$ cat src/sv/tot_pkg.sv
// ----------------------------------------------------------------------------
// Tiered over-current trip package
// Field widths, register indexes, reset values and the result layout.
// ----------------------------------------------------------------------------
package tot_pkg;

   localparam int TIME_W     = 48;
   localparam int CUR_W      = 16;
   localparam int PERIOD_W   = 20;
   localparam int THR_W      = 16;
   localparam int DWELL_W    = 24;
   localparam int SUM_W      = 20;
   localparam int CNT_W      = 4;
   localparam int TIER_W     = 2;
   localparam int MAX_TIERS  = 3;

   localparam int CSR_ADDR_W = 3;
   localparam int CSR_DATA_W = 24;
   localparam int REQ_DATA_W = 72;
   localparam int RSP_DATA_W = 24;

   // Register indexes: the sample period, then a threshold and dwell pair per tier.
   localparam logic [CSR_ADDR_W-1:0] CSR_SAMPLE_PERIOD = 3'd0;
   localparam int CSR_TIER_BASE   = 1;
   localparam int CSR_TIER_STRIDE = 2;

   localparam logic [PERIOD_W-1:0] PERIOD_RESET = 20'd5000;
   localparam logic [THR_W-1:0]    THR_RESET   [MAX_TIERS] = '{16'd20000, 16'd15000, 16'd10000};
   localparam logic [DWELL_W-1:0]  DWELL_RESET [MAX_TIERS] = '{24'd0, 24'd500000, 24'd2000000};

   localparam logic ACTION_SAMPLE = 1'b0;
   localparam logic ACTION_RELAY  = 1'b1;

   // First member sits in the highest bits, so the list runs from the top down.
   typedef struct packed {
      logic [1:0]        pad;
      logic              window_done;
      logic [CUR_W-1:0]  trip_current_ma;
      logic [TIER_W-1:0] trip_tier;
      logic              trip_event;
      logic              tripped;
      logic              rail_enabled;
   } rsp_fields_type;

endpackage

$ cat src/sv/tiered_overcurrent_trip_top.sv
// ----------------------------------------------------------------------------
// Tiered over-current trip
// Averages accepted rail current samples over a window, checks each tier's
// threshold and dwell time, and latches a trip that drops the rail.
// ----------------------------------------------------------------------------
//
//  Channel | Direction | Handshake          | Contents
//  --------+-----------+--------------------+-------------------------------------
//  req_    | in        | tvalid/tready      | tuser: action; tdata: time, current, relay
//  rsp_    | out       | tvalid/tready      | tdata: one result per item
//  csr_    | in        | write enable only  | register index and write data
//
// One item per clock when the result side keeps up. An item is registered on
// transfer and evaluated once the result register can take it, against the
// state, which is updated at the same edge that loads the result register.
// A stall on rsp_ holds the result and the input register; req_tready drops
// only when both are full. Reset is synchronous and loads the register defaults.
//
module tiered_overcurrent_trip_top
   import tot_pkg::*;
#(
   parameter int TIER_COUNT  = 3,
   parameter int AVG_SAMPLES = 10
) (
   input  logic                  clock,
   input  logic                  reset,
   input  logic                  req_tvalid,
   output logic                  req_tready,
   // [47:0] time_us, [63:48] current_ma, [64] relay_on, [71:65] zero
   input  logic [REQ_DATA_W-1:0] req_tdata,
   // [0] action
   input  logic                  req_tuser,
   output logic                  rsp_tvalid,
   input  logic                  rsp_tready,
   // [0] rail_enabled, [1] tripped, [2] trip_event, [4:3] trip_tier,
   // [20:5] trip_current_ma, [21] window_done, [23:22] zero
   output logic [RSP_DATA_W-1:0] rsp_tdata,
   input  logic                  csr_we,
   input  logic [CSR_ADDR_W-1:0] csr_addr,
   input  logic [CSR_DATA_W-1:0] csr_wdata
);

   // Thresholds are kept pre-scaled by the window length so the average
   // compare works on the raw sum.
   localparam int SCALED_W  = THR_W + $clog2(AVG_SAMPLES) + 1;
   localparam int SHIFT     = SUM_W + $clog2(AVG_SAMPLES);
   localparam int RECIP_W   = SHIFT + 1;
   localparam logic [RECIP_W-1:0] AVG_RECIP =
      RECIP_W'(((64'd1 << SHIFT) + 64'(AVG_SAMPLES) - 64'd1) / 64'(AVG_SAMPLES));
   localparam logic [CNT_W-1:0] WINDOW_LEN = CNT_W'(AVG_SAMPLES);

   // Configuration
   logic [PERIOD_W-1:0] period_ff, period_in;
   logic [SCALED_W-1:0] thr_scaled_ff [TIER_COUNT];
   logic [SCALED_W-1:0] thr_scaled_in [TIER_COUNT];
   logic [DWELL_W-1:0]  dwell_ff [TIER_COUNT];
   logic [DWELL_W-1:0]  dwell_in [TIER_COUNT];

   // Input register
   logic              in_valid_ff, in_valid_in;
   logic              in_action_ff, in_action_in;
   logic [TIME_W-1:0] in_time_ff, in_time_in;
   logic [CUR_W-1:0]  in_current_ff, in_current_in;
   logic              in_relay_ff, in_relay_in;

   // Protection state
   logic              rail_on_ff, rail_on_in;
   logic              trip_ff, trip_in;
   logic [TIME_W-1:0] last_time_ff, last_time_in;
   logic [SUM_W-1:0]  sum_ff, sum_in;
   logic [CNT_W-1:0]  count_ff, count_in;
   logic              armed_ff [TIER_COUNT];
   logic              armed_in [TIER_COUNT];
   logic [TIME_W-1:0] start_ff [TIER_COUNT];
   logic [TIME_W-1:0] start_in [TIER_COUNT];
   logic [TIER_W-1:0] ltier_ff, ltier_in;
   logic [CUR_W-1:0]  lcur_ff, lcur_in;

   // Result register
   logic           rsp_valid_ff, rsp_valid_in;
   rsp_fields_type rsp_ff, rsp_in;

   logic                     advance;
   logic                     fire;
   logic                     req_xfer;
   logic [SUM_W-1:0]         sum_next;
   logic [CNT_W-1:0]         count_next;
   logic [SUM_W+RECIP_W-1:0] avg_product;
   logic [SUM_W-1:0]         avg;
   logic [TIME_W-1:0]        since_last;

   assign advance    = !rsp_valid_ff || rsp_tready;
   assign fire       = in_valid_ff && advance;
   assign req_tready = !in_valid_ff || advance;
   assign req_xfer   = req_tvalid && req_tready;

   assign sum_next    = SUM_W'(sum_ff + SUM_W'(in_current_ff));
   assign count_next  = CNT_W'(count_ff + 1'b1);
   assign avg_product = (SUM_W+RECIP_W)'(sum_next) * (SUM_W+RECIP_W)'(AVG_RECIP);
   assign avg         = avg_product[SHIFT +: SUM_W];
   assign since_last  = TIME_W'(in_time_ff - last_time_ff);

   always_comb begin
      logic              hit;
      logic              tier_trip;
      logic [TIME_W-1:0] elapsed;

      hit       = 1'b0;
      tier_trip = 1'b0;
      elapsed   = '0;

      // Configuration writes
      period_in = period_ff;
      for (int k = 0; k < TIER_COUNT; k++) begin
         thr_scaled_in[k] = thr_scaled_ff[k];
         dwell_in[k]      = dwell_ff[k];
      end
      if (csr_we) begin
         if (csr_addr == CSR_SAMPLE_PERIOD) begin
            period_in = csr_wdata[PERIOD_W-1:0];
         end
         for (int k = 0; k < TIER_COUNT; k++) begin
            if (csr_addr == CSR_ADDR_W'(CSR_TIER_BASE + CSR_TIER_STRIDE * k)) begin
               thr_scaled_in[k] = SCALED_W'(csr_wdata[THR_W-1:0]) * SCALED_W'(AVG_SAMPLES);
            end
            if (csr_addr == CSR_ADDR_W'(CSR_TIER_BASE + CSR_TIER_STRIDE * k + 1)) begin
               dwell_in[k] = csr_wdata[DWELL_W-1:0];
            end
         end
      end

      // Input register
      in_valid_in   = req_xfer ? 1'b1 : (fire ? 1'b0 : in_valid_ff);
      in_action_in  = req_xfer ? req_tuser : in_action_ff;
      in_time_in    = req_xfer ? req_tdata[TIME_W-1:0] : in_time_ff;
      in_current_in = req_xfer ? req_tdata[TIME_W +: CUR_W] : in_current_ff;
      in_relay_in   = req_xfer ? req_tdata[TIME_W + CUR_W] : in_relay_ff;

      // State holds unless an item is evaluated
      rail_on_in   = rail_on_ff;
      trip_in      = trip_ff;
      last_time_in = last_time_ff;
      sum_in       = sum_ff;
      count_in     = count_ff;
      ltier_in     = ltier_ff;
      lcur_in      = lcur_ff;
      for (int k = 0; k < TIER_COUNT; k++) begin
         armed_in[k] = armed_ff[k];
         start_in[k] = start_ff[k];
      end

      rsp_in             = '0;
      rsp_in.window_done = 1'b0;
      rsp_in.trip_event  = 1'b0;

      if (fire) begin
         if (in_action_ff == ACTION_RELAY) begin
            trip_in  = 1'b0;
            ltier_in = '0;
            lcur_in  = '0;
            rail_on_in = in_relay_ff;
            if (in_relay_ff) begin
               sum_in   = '0;
               count_in = '0;
               for (int k = 0; k < TIER_COUNT; k++) begin
                  armed_in[k] = 1'b0;
               end
            end
         end else if (!trip_ff) begin
            if (!rail_on_ff) begin
               sum_in   = '0;
               count_in = '0;
               for (int k = 0; k < TIER_COUNT; k++) begin
                  armed_in[k] = 1'b0;
               end
            end else if (since_last >= TIME_W'(period_ff)) begin
               last_time_in = in_time_ff;
               if (count_next >= WINDOW_LEN) begin
                  sum_in             = '0;
                  count_in           = '0;
                  rsp_in.window_done = 1'b1;
                  // Tiers are checked in order; the first to trip ends the scan.
                  for (int k = 0; k < TIER_COUNT; k++) begin
                     if (!hit) begin
                        if (SCALED_W'(sum_next) >= thr_scaled_ff[k]) begin
                           elapsed   = TIME_W'(in_time_ff - start_ff[k]);
                           tier_trip = armed_ff[k] ? (elapsed >= TIME_W'(dwell_ff[k]))
                                                   : (dwell_ff[k] == '0);
                           if (!armed_ff[k]) begin
                              armed_in[k] = 1'b1;
                              start_in[k] = in_time_ff;
                           end
                           if (tier_trip) begin
                              hit               = 1'b1;
                              trip_in           = 1'b1;
                              ltier_in          = TIER_W'(k);
                              lcur_in           = avg[CUR_W-1:0];
                              rail_on_in        = 1'b0;
                              rsp_in.trip_event = 1'b1;
                           end
                        end else begin
                           armed_in[k] = 1'b0;
                        end
                     end
                  end
               end else begin
                  sum_in   = sum_next;
                  count_in = count_next;
               end
            end
         end
      end

      rsp_in.rail_enabled    = rail_on_in;
      rsp_in.tripped         = trip_in;
      rsp_in.trip_tier       = trip_in ? ltier_in : '0;
      rsp_in.trip_current_ma = trip_in ? lcur_in : '0;

      rsp_valid_in = fire ? 1'b1 : (rsp_tready ? 1'b0 : rsp_valid_ff);
      if (!fire) begin
         rsp_in = rsp_ff;
      end
   end

   always_ff @(posedge clock) begin
      if (reset) begin
         period_ff    <= PERIOD_RESET;
         in_valid_ff  <= 1'b0;
         rail_on_ff   <= 1'b0;
         trip_ff      <= 1'b0;
         last_time_ff <= '0;
         sum_ff       <= '0;
         count_ff     <= '0;
         ltier_ff     <= '0;
         lcur_ff      <= '0;
         rsp_valid_ff <= 1'b0;
         for (int k = 0; k < TIER_COUNT; k++) begin
            thr_scaled_ff[k] <= SCALED_W'(THR_RESET[k]) * SCALED_W'(AVG_SAMPLES);
            dwell_ff[k]      <= DWELL_RESET[k];
            armed_ff[k]      <= 1'b0;
         end
      end else begin
         period_ff    <= period_in;
         in_valid_ff  <= in_valid_in;
         rail_on_ff   <= rail_on_in;
         trip_ff      <= trip_in;
         last_time_ff <= last_time_in;
         sum_ff       <= sum_in;
         count_ff     <= count_in;
         ltier_ff     <= ltier_in;
         lcur_ff      <= lcur_in;
         rsp_valid_ff <= rsp_valid_in;
         for (int k = 0; k < TIER_COUNT; k++) begin
            thr_scaled_ff[k] <= thr_scaled_in[k];
            dwell_ff[k]      <= dwell_in[k];
            armed_ff[k]      <= armed_in[k];
         end
      end
   end

   // Payload registers
   always_ff @(posedge clock) begin
      in_action_ff  <= in_action_in;
      in_time_ff    <= in_time_in;
      in_current_ff <= in_current_in;
      in_relay_ff   <= in_relay_in;
      rsp_ff        <= rsp_in;
      for (int k = 0; k < TIER_COUNT; k++) begin
         start_ff[k] <= start_in[k];
      end
   end

   assign rsp_tvalid = rsp_valid_ff;
   assign rsp_tdata  = rsp_ff;

   // A latched trip always keeps the rail off.
   a_trip_rail_off: assert property (@(posedge clock) disable iff (reset)
      trip_ff |-> !rail_on_ff)
      else $error("rail enabled while a trip is latched");

   // The window count never reaches the window length between items.
   a_count_range: assert property (@(posedge clock) disable iff (reset)
      count_ff < WINDOW_LEN)
      else $error("window count out of range");

   // A reported trip event comes with the latch set and the rail dropped.
   a_event_latched: assert property (@(posedge clock) disable iff (reset)
      rsp_valid_ff && rsp_ff.trip_event |-> rsp_ff.tripped && !rsp_ff.rail_enabled)
      else $error("trip event without latch");

   // The input side only stalls when both stages are full and the output is held.
   a_stall_cause: assert property (@(posedge clock) disable iff (reset)
      !req_tready |-> in_valid_ff && rsp_valid_ff && !rsp_tready)
      else $error("input stalled without back-pressure");

endmodule

$ cat config.mk
export PLATFORM = sky130hd
export DESIGN_NAME = tiered_overcurrent_trip_top
export DESIGN_NICKNAME = d
export VERILOG_FILES = /design/src/sv/tot_pkg.sv /design/src/sv/tiered_overcurrent_trip_top.sv
export SDC_FILE = /design/constraint.sdc
export NUM_CORES = 2
export LEC_CHECK = 0
export ABC_AREA = 1
export BUFFER_PORTS_ARGS = -buffer_cell sky130_fd_sc_hd__buf_2
export CAP_MARGIN = 20
export CORE_UTILIZATION = 65
export CTS_BUF_LIST = sky130_fd_sc_hd__clkbuf_4
export DETAILED_ROUTE_END_ITERATION = 8
export PLACE_DENSITY_LB_ADDON = 0.2
export SKIP_CTS_REPAIR_TIMING = 1
export SLEW_MARGIN = 20
export SYNTH_ARGS = -nofsm -noshare
export SYNTH_HDL_FRONTEND = slang
export SYNTH_SLANG_ARGS = --single-unit
$ cat constraint.sdc
create_clock -name clock -period 21.8 [get_ports clock]
set_clock_uncertainty 0.2 [all_clocks]
set_input_delay 2.18 -clock clock [delete_from_list [all_inputs] [get_ports clock]]
set_output_delay 2.18 -clock clock [all_outputs]
set_load 0.02 [all_outputs]
# After elaboration in Yosys (flattened, before gate mapping)
# Memories as Yosys holds them, arrays and structs flattened.
# Cells that the tools add are included.
[totals] n_memories=4 ram_bits=282 out_inout_bits=26 regBits=202 in_bits=105
[op_classes] n_eq_ne=9 add_sub_neg=6 mux=137 multipliers=2 magnitude_cmp=8 bitwise_logic=13 reduce_logical=17
[mem_list] name="start_ff" words=3 word_bits=48 read_ports=3 rd_clocked_by_memory_dff=0 write_ports=3 line_no="tiered_overcurrent_trip_top.sv:74" text="logic [TIME_W-1:0] start_ff [TIER_COUNT];"
[mem_list] name="dwell_ff" words=3 word_bits=24 read_ports=3 rd_clocked_by_memory_dff=0 write_ports=3 line_no="tiered_overcurrent_trip_top.sv:56" text="logic [DWELL_W-1:0] dwell_ff [TIER_COUNT];"
[mem_list] name="thr_scaled_ff" words=3 word_bits=21 read_ports=3 rd_clocked_by_memory_dff=0 write_ports=3 line_no="tiered_overcurrent_trip_top.sv:54" text="logic [SCALED_W-1:0] thr_scaled_ff [TIER_COUNT];"
[mem_list] name="armed_ff" words=3 word_bits=1 read_ports=3 rd_clocked_by_memory_dff=0 write_ports=3 line_no="tiered_overcurrent_trip_top.sv:72" text="logic armed_ff [TIER_COUNT];"
[op_table] operator="2-to-1 mux 144 bit" n=6
[op_table] operator="2-to-1 mux 48 bit" n=8
[op_table] operator="2-to-1 mux 16 bit" n=14
[op_table] operator="subtractor 48 bit" n=4
[op_table] operator=">= comparator 48 x 24 -> 1 bit" n=3
[op_table] operator="2-to-1 mux 24 bit" n=6
[op_table] operator="2-to-1 mux 21 bit" n=6
[op_table] operator="2-to-1 mux 20 bit" n=6
[op_table] operator="logical NOT 24 bit" n=3
[op_table] operator="2-to-1 mux 72 bit" n=1
[op_table] operator=">= comparator 20 x 21 -> 1 bit" n=3
[op_table] operator="2-to-1 mux 63 bit" n=1
[op_table] operator="2-to-1 mux 1 bit" n=62
[op_table] operator=">= comparator 48 x 20 -> 1 bit" n=1
[op_table] operator="multiplier 20 x 20 -> 39 bit (second input constant)" n=1
[op_table] operator="2-to-1 mux 2 bit" n=14
[op_table] operator="2-to-1 mux 4 bit" n=6
[op_table] operator="2-to-1 mux 3 bit" n=7
[op_table] operator="adder 20 x 16 -> 20 bit" n=1
[op_table] operator="multiplier 16 x 3 -> 19 bit (second input constant)" n=1
[op_table] operator="equality test 3 bit (second input constant)" n=3
[op_table] operator="bitwise OR 1 bit" n=9
[op_table] operator="equality test 3 x 2 -> 1 bit (second input constant)" n=2
[op_table] operator="AND reduction 5 bit" n=1
[op_table] operator="other kinds (16)" n=23

# Logic depth before layout (Yosys ltp)
# An unclocked memory read counts as a cell.
[logic_depth] depth_word=27 depth_mapped=43 mapped_depth_nobuf=43

# Least setup slack after synthesis
# Ideal clock, no wire load.
[synth_timing] path_type="reg-to-reg" start="register in_current_ff[0] (netlist name)" end="memory start_ff[0][0] (enable)" slack_ns=13.332 period_less_slack_ns=8.468 t_arrival_ns=7.696 path_stages_with_launch=25 setup_ns=0.573 path_cell_list="edfxtp_1 -> ha_1 -> inv_1 -> fa_1 -> inv_1 -> nand3_1 -> nand2_2 -> nand2_1 -> nand2_2 -> nand3_2 -> nand2_1 -> nand3_1 -> nand2_1 -> xor2_1 -> ha_1 -> nand2_1 -> inv_1 -> nand2_1 -> nor4_1 -> nand3_1 -> nor3b_2 -> nand2_1 -> nand3_1 -> nor2_2 -> nor4_1"
[synth_rtl] item="end: declaration" line_no="tiered_overcurrent_trip_top.sv:74"

# Final worst setup path
[layout_timing] start="register in_current_ff[2]" end="register rsp_ff (netlist bit rsp_tdata[17]) (data pin)"
[layout_via] elab_chain_len=23 elab_cells_between_ends=46 classes_between="1 x add/sub; 1 x mul; 3 x order compare; 41 x mux"
[layout_rtl] item="start: declaration" line_no="tiered_overcurrent_trip_top.sv:63" text="logic [CUR_W-1:0] in_current_ff, in_current_in;"
[layout_rtl] item="start signal: assignment" line_no="tiered_overcurrent_trip_top.sv:265" text="in_current_ff <= in_current_in;"
[layout_rtl] item="adder 20 x 16 -> 20 bit *" line_no="tiered_overcurrent_trip_top.sv:97" text="assign sum_next = SUM_W'(sum_ff + SUM_W'(in_current_ff));"
[layout_rtl] item="parallel branches: the longest is 22 deep, another holds multiplier 20 x 20 -> 39 bit"
[layout_rtl] item="end signal: assignment" line_no="tiered_overcurrent_trip_top.sv:267" text="rsp_ff <= rsp_in;"
[layout_rtl] item="end: declaration" line_no="tiered_overcurrent_trip_top.sv:81" text="rsp_fields_type rsp_ff, rsp_in;"
# Every way passes the cells marked *. The select of a mux whose other input is x is not followed.
# A chain may end at the register's enable or synchronous reset.

==> reports/metrics.csv <==
stage;metric;value;unit
run_status;result of the run;complete, no violations;
floorplan;number of placement rows;95;
cells_and_area;fraction of layout cells with a size suffix above 1;7.645;%
cts;total number of H-tree levels;4;
timing;RSZ-0062 raised after global routing;false;
floorplan;Die Height;262.7;um
worst_setup_path;crit path kind;reg2reg;
floorplan;io pins;131;
timing;Fin. Hold Viols;0;
worst_setup_path;Max Fanout on Critical Path;8;
synth;number of instances in the synthesized netlist;6153;
timing;Final period util;39.87;%
power;Max rail drop VDD;0.1464;mV
route;DRC Markers;0;
timing;Setup violations, final;0;
global_route;vias in the first global route;39530;
worst_setup_path;reg-to-reg startpoint;in_current_ff[2]$_DFFE_PP_;
cells_and_area;area used by sequential logic in the layout;11890;um2
cells_and_area;FILL cells;5768;
cts;clock tree from TritonCTS;done;
timing;Rel. slew slack;28.84;%
worst_setup_path;capturing element type of the critical path;flop;
global_route;pin count of the biggest net entering global routing;97;
synth;main flop type after synthesis;sky130_fd_sc_hd__dfxtp_1;
route;first-iteration detailed-routing DRC count;3616;
route;total routed wirelength;131.7;mm
worst_setup_path;launching instance or port of the critical path;in_current_ff[2]$_DFFE_PP_;
synth;synthesized area divided by synthesized cell count;7.181;um2
global_route;antenna violations before repair;4;
worst_setup_path;Register-to-Register Path Depth;34;
power;Leak Pwr;0.02428;uW
placed_design;routability congestion estimate;1.020;
synth;ranking of synthesized cells by area;sky130_fd_sc_hd__ha_1 16%, sky130_fd_sc_hd__edfxtp_1 16%, sky130_fd_sc_hd__nand2_1 12%;
worst_setup_path;critical path's slowest cell;sky130_fd_sc_hd__fa_1;
hold_path;hold path endpoint;last_time_ff[46]$_SDFFE_PP0P_;
timing;summed negative setup slack over all endpoints;0;ns
route;Antenna Nets Post-Route;0;
global_route;total gr overflow;0;
synth;register bit count reported by yosys;478;
route;Pre-antenna DRT Iters;7;
synth;sequential share of the synthesized area;26.91;%
floorplan;Die W;262.7;um
worst_setup_path;CP arrival;9.22;ns
synth;post-synthesis async set-or-reset flop share;0;%
worst_setup_path;register-to-register path setup slack;13.11;ns
timing;Worst-Margin Slew;1.066;ns
cts;CTS max path bufs;3;
worst_setup_path;Most Frequent Cell on Critical Path;sky130_fd_sc_hd__nand2_1;
cells_and_area;most common cell after layout, fill and taps aside;sky130_fd_sc_hd__nand2_1;
cells_and_area;Post-layout nets;7180;
synth;count of unique library cells instantiated by Yosys;62;
synth;Yosys warning count;0;
cts;Clock Tree Root;sky130_fd_sc_hd__clkbuf_4;
route;average routed wire per standard cell;17.92;um
floorplan;DIE AREA;69020;um2
timing;final slew viol count;0;
cells_and_area;commonest non-fill, non-tap cells in the layout;1418 x sky130_fd_sc_hd__nand2_1, 1235 x sky130_fd_sc_hd__inv_1, 559 x sky130_fd_sc_hd__ha_1;
cts;Num CTS Buffers;131;
timing;achievable clock frequency;115.1;MHz
synth;area fraction of the dominant cell type after synthesis;15.83;%
worst_setup_path;Worst R2R End;rsp_tdata[17]$_SDFFCE_PN0P_;
cells_and_area;utilization of the core after routing;70.88;%
flow_run;count of maximum capacitance violations;0;
worst_setup_path;Critical Path Start Type;flop;
cells_and_area;post-synthesis to final-layout area growth;7.733;%
global_route;overall fraction of global-route tracks in use;37.86;%
floorplan;Core Area;67160;um2
floorplan;initial cell density of the core;65.79;%
cells_and_area;total area of multi-input combinational cells;27290;um2
synth;number of enable flip-flop cells after synthesis;232;
hold_path;startpoint of the lowest-slack hold path;last_time_ff[46]$_SDFFE_PP0P_;
synth;area of the mapped netlist;44190;um2
cts;clock edge transition at the registers on the reported setup and hold paths;0.08;ns
global_route;wire length of the first global-routing pass;204.7;mm
hold_path;class of the most critical hold timing path;reg2reg;
placed_design;post-detail-place hpwl;107.2;mm
placed_design;pre-CTS setup slack;13.31;ns
power;total power density per cell area;87.46;nW/um2
timing;worst path setup slack after routing;13.11;ns
timing;post-layout min period;8.691;ns
route;total number of vias;41380;
synth;cell type contributing the most total cell area after synthesis;sky130_fd_sc_hd__ha_1;
worst_setup_path;critical path's largest stage delay;0.56;ns
cts;number of clock sinks;478;
hold_path;hold path cells;2;
worst_setup_path;CP Data Required Time;22.33;ns
route;via-per-instance ratio;5.630;
cts;clk_lat worst skew;1.05;ns
placed_design;number of port buffers;121;
-- layer usage --
layer	GRT usage, %	wire [um]
met5	0	0
met4	13.59	3859
met3	7.581	13360
met2	60.15	58080
met1	51.15	56450
-- metrics by stage --
step | total power [uW] | instance area [um2] | hold WS (ns) | instances
after global routing | 4515 | 47600 | 0.2812 | 7350
after CTS | 4140 | 47600 | 0.2618 | 7348
after global placement | 3253 | 45900 | 0.2453 | 7114
final | 4164 | 47600 | 0.2597 | 7350
after detailed placement | 3284 | 45900 | 0.2520 | 7114
after floorplan | 2679 | 44190 | 0.2319 | 6154
-- cell type report --
| type | instances | area share [%] |
|---|---|---|
| Antenna cell | 2 | 0.01051 |
| Clock buffer | 179 | 2.823 |
| Clock inverter | 55 | 0.7465 |
| Inverter | 1245 | 9.828 |
| Multi-Input combinational cell | 4352 | 57.34 |
| Sequential cell | 478 | 24.98 |
| Tap cell | 873 | 2.295 |
| Timing Repair Buffer | 166 | 1.982 |
-- critical path, delay by kind of cell, from the launching register on --
kind | cells | cell delay (ns)
adder cells (fa/ha/maj) | 9 | 4.17
AND/OR/NAND/NOR | 13 | 1.54
AO/OA/AOI/OAI | 5 | 1.03
buffers and inverters | 5 | 0.58
XOR/XNOR | 2 | 0.48
flip-flops | 1 | 0.38
-- cell usage after synthesis (9+ instances only) --
library cell	n
sky130_fd_sc_hd__nand3b_1	23
sky130_fd_sc_hd__a21oi_2	14
sky130_fd_sc_hd__o21a_1	17
sky130_fd_sc_hd__inv_1	1237
sky130_fd_sc_hd__nor4_1	22
sky130_fd_sc_hd__nor2_1	487
sky130_fd_sc_hd__ha_1	559
sky130_fd_sc_hd__clkbuf_1	56
sky130_fd_sc_hd__o211ai_1	44
sky130_fd_sc_hd__nand2_2	34
sky130_fd_sc_hd__nor3_1	48
sky130_fd_sc_hd__a21o_1	24
sky130_fd_sc_hd__a21boi_0	10
sky130_fd_sc_hd__a211oi_1	10
sky130_fd_sc_hd__a31oi_1	17
sky130_fd_sc_hd__o21ai_1	13
sky130_fd_sc_hd__xor2_1	110
sky130_fd_sc_hd__edfxtp_1	232
sky130_fd_sc_hd__o21bai_1	30
sky130_fd_sc_hd__nand3_1	296
sky130_fd_sc_hd__nand4_1	85
sky130_fd_sc_hd__buf_2	9
sky130_fd_sc_hd__a21oi_1	516
sky130_fd_sc_hd__o21ai_0	293
sky130_fd_sc_hd__nand3_2	12
sky130_fd_sc_hd__nand2_1	1418
sky130_fd_sc_hd__nor2_2	23
sky130_fd_sc_hd__dfxtp_1	246
sky130_fd_sc_hd__fa_1	142
sky130_fd_sc_hd__xnor2_1	38
-- worst max-delay path by stage --
stage	cells after the start	end
3_3_place_gp	34	rsp_tdata[17]$_SDFFCE_PN0P_
6_report	34	rsp_tdata[17]$_SDFFCE_PN0P_
3_5_place_dp	34	rsp_tdata[17]$_SDFFCE_PN0P_
2_1_floorplan	24	start_ff[0][0]$_DFFE_PP_
5_1_grt	34	rsp_tdata[17]$_SDFFCE_PN0P_
4_1_cts	34	rsp_tdata[17]$_SDFFCE_PN0P_
-- report_power, final --
part | switching (uW) | internal, uW | leakage, uW
Sequential | 20.7 | 962 | 0.00415
Combinational | 1480 | 866 | 0.0191
Clock | 433 | 407 | 0.00100
Total | 1930 | 2230 | 0.0243
-- sequential cells by signal (all words and copies together), names as in the netlist --
name	flops
armed_ff	3
lcur_ff	16
rsp_tdata	22
ltier_ff	2
in_valid_ff	1
in_current_ff	16
trip_ff	1
dwell_ff	72
in_action_ff	1
period_ff	20
sum_ff	20
last_time_ff	48
rsp_tvalid	1
in_relay_ff	1
thr_scaled_ff	57
in_time_ff	48
count_ff	4
start_ff	144
rail_on_ff	1
-- kinds of logic after synthesis --
family                     after synthesis  share of synthesized area [%]
and+or+nand+nor                       2496                          24.03
buffers and inverters                 1324                          11.40
AOI/OAI and AO/OA                     1005                          12.46
adders and majority gates              701                          22.26
DFF                                    478                          26.91
xor gates and xnor gates               148                          2.934
other                                    1                       0.008487
Power figures use the tool's default switching activity.
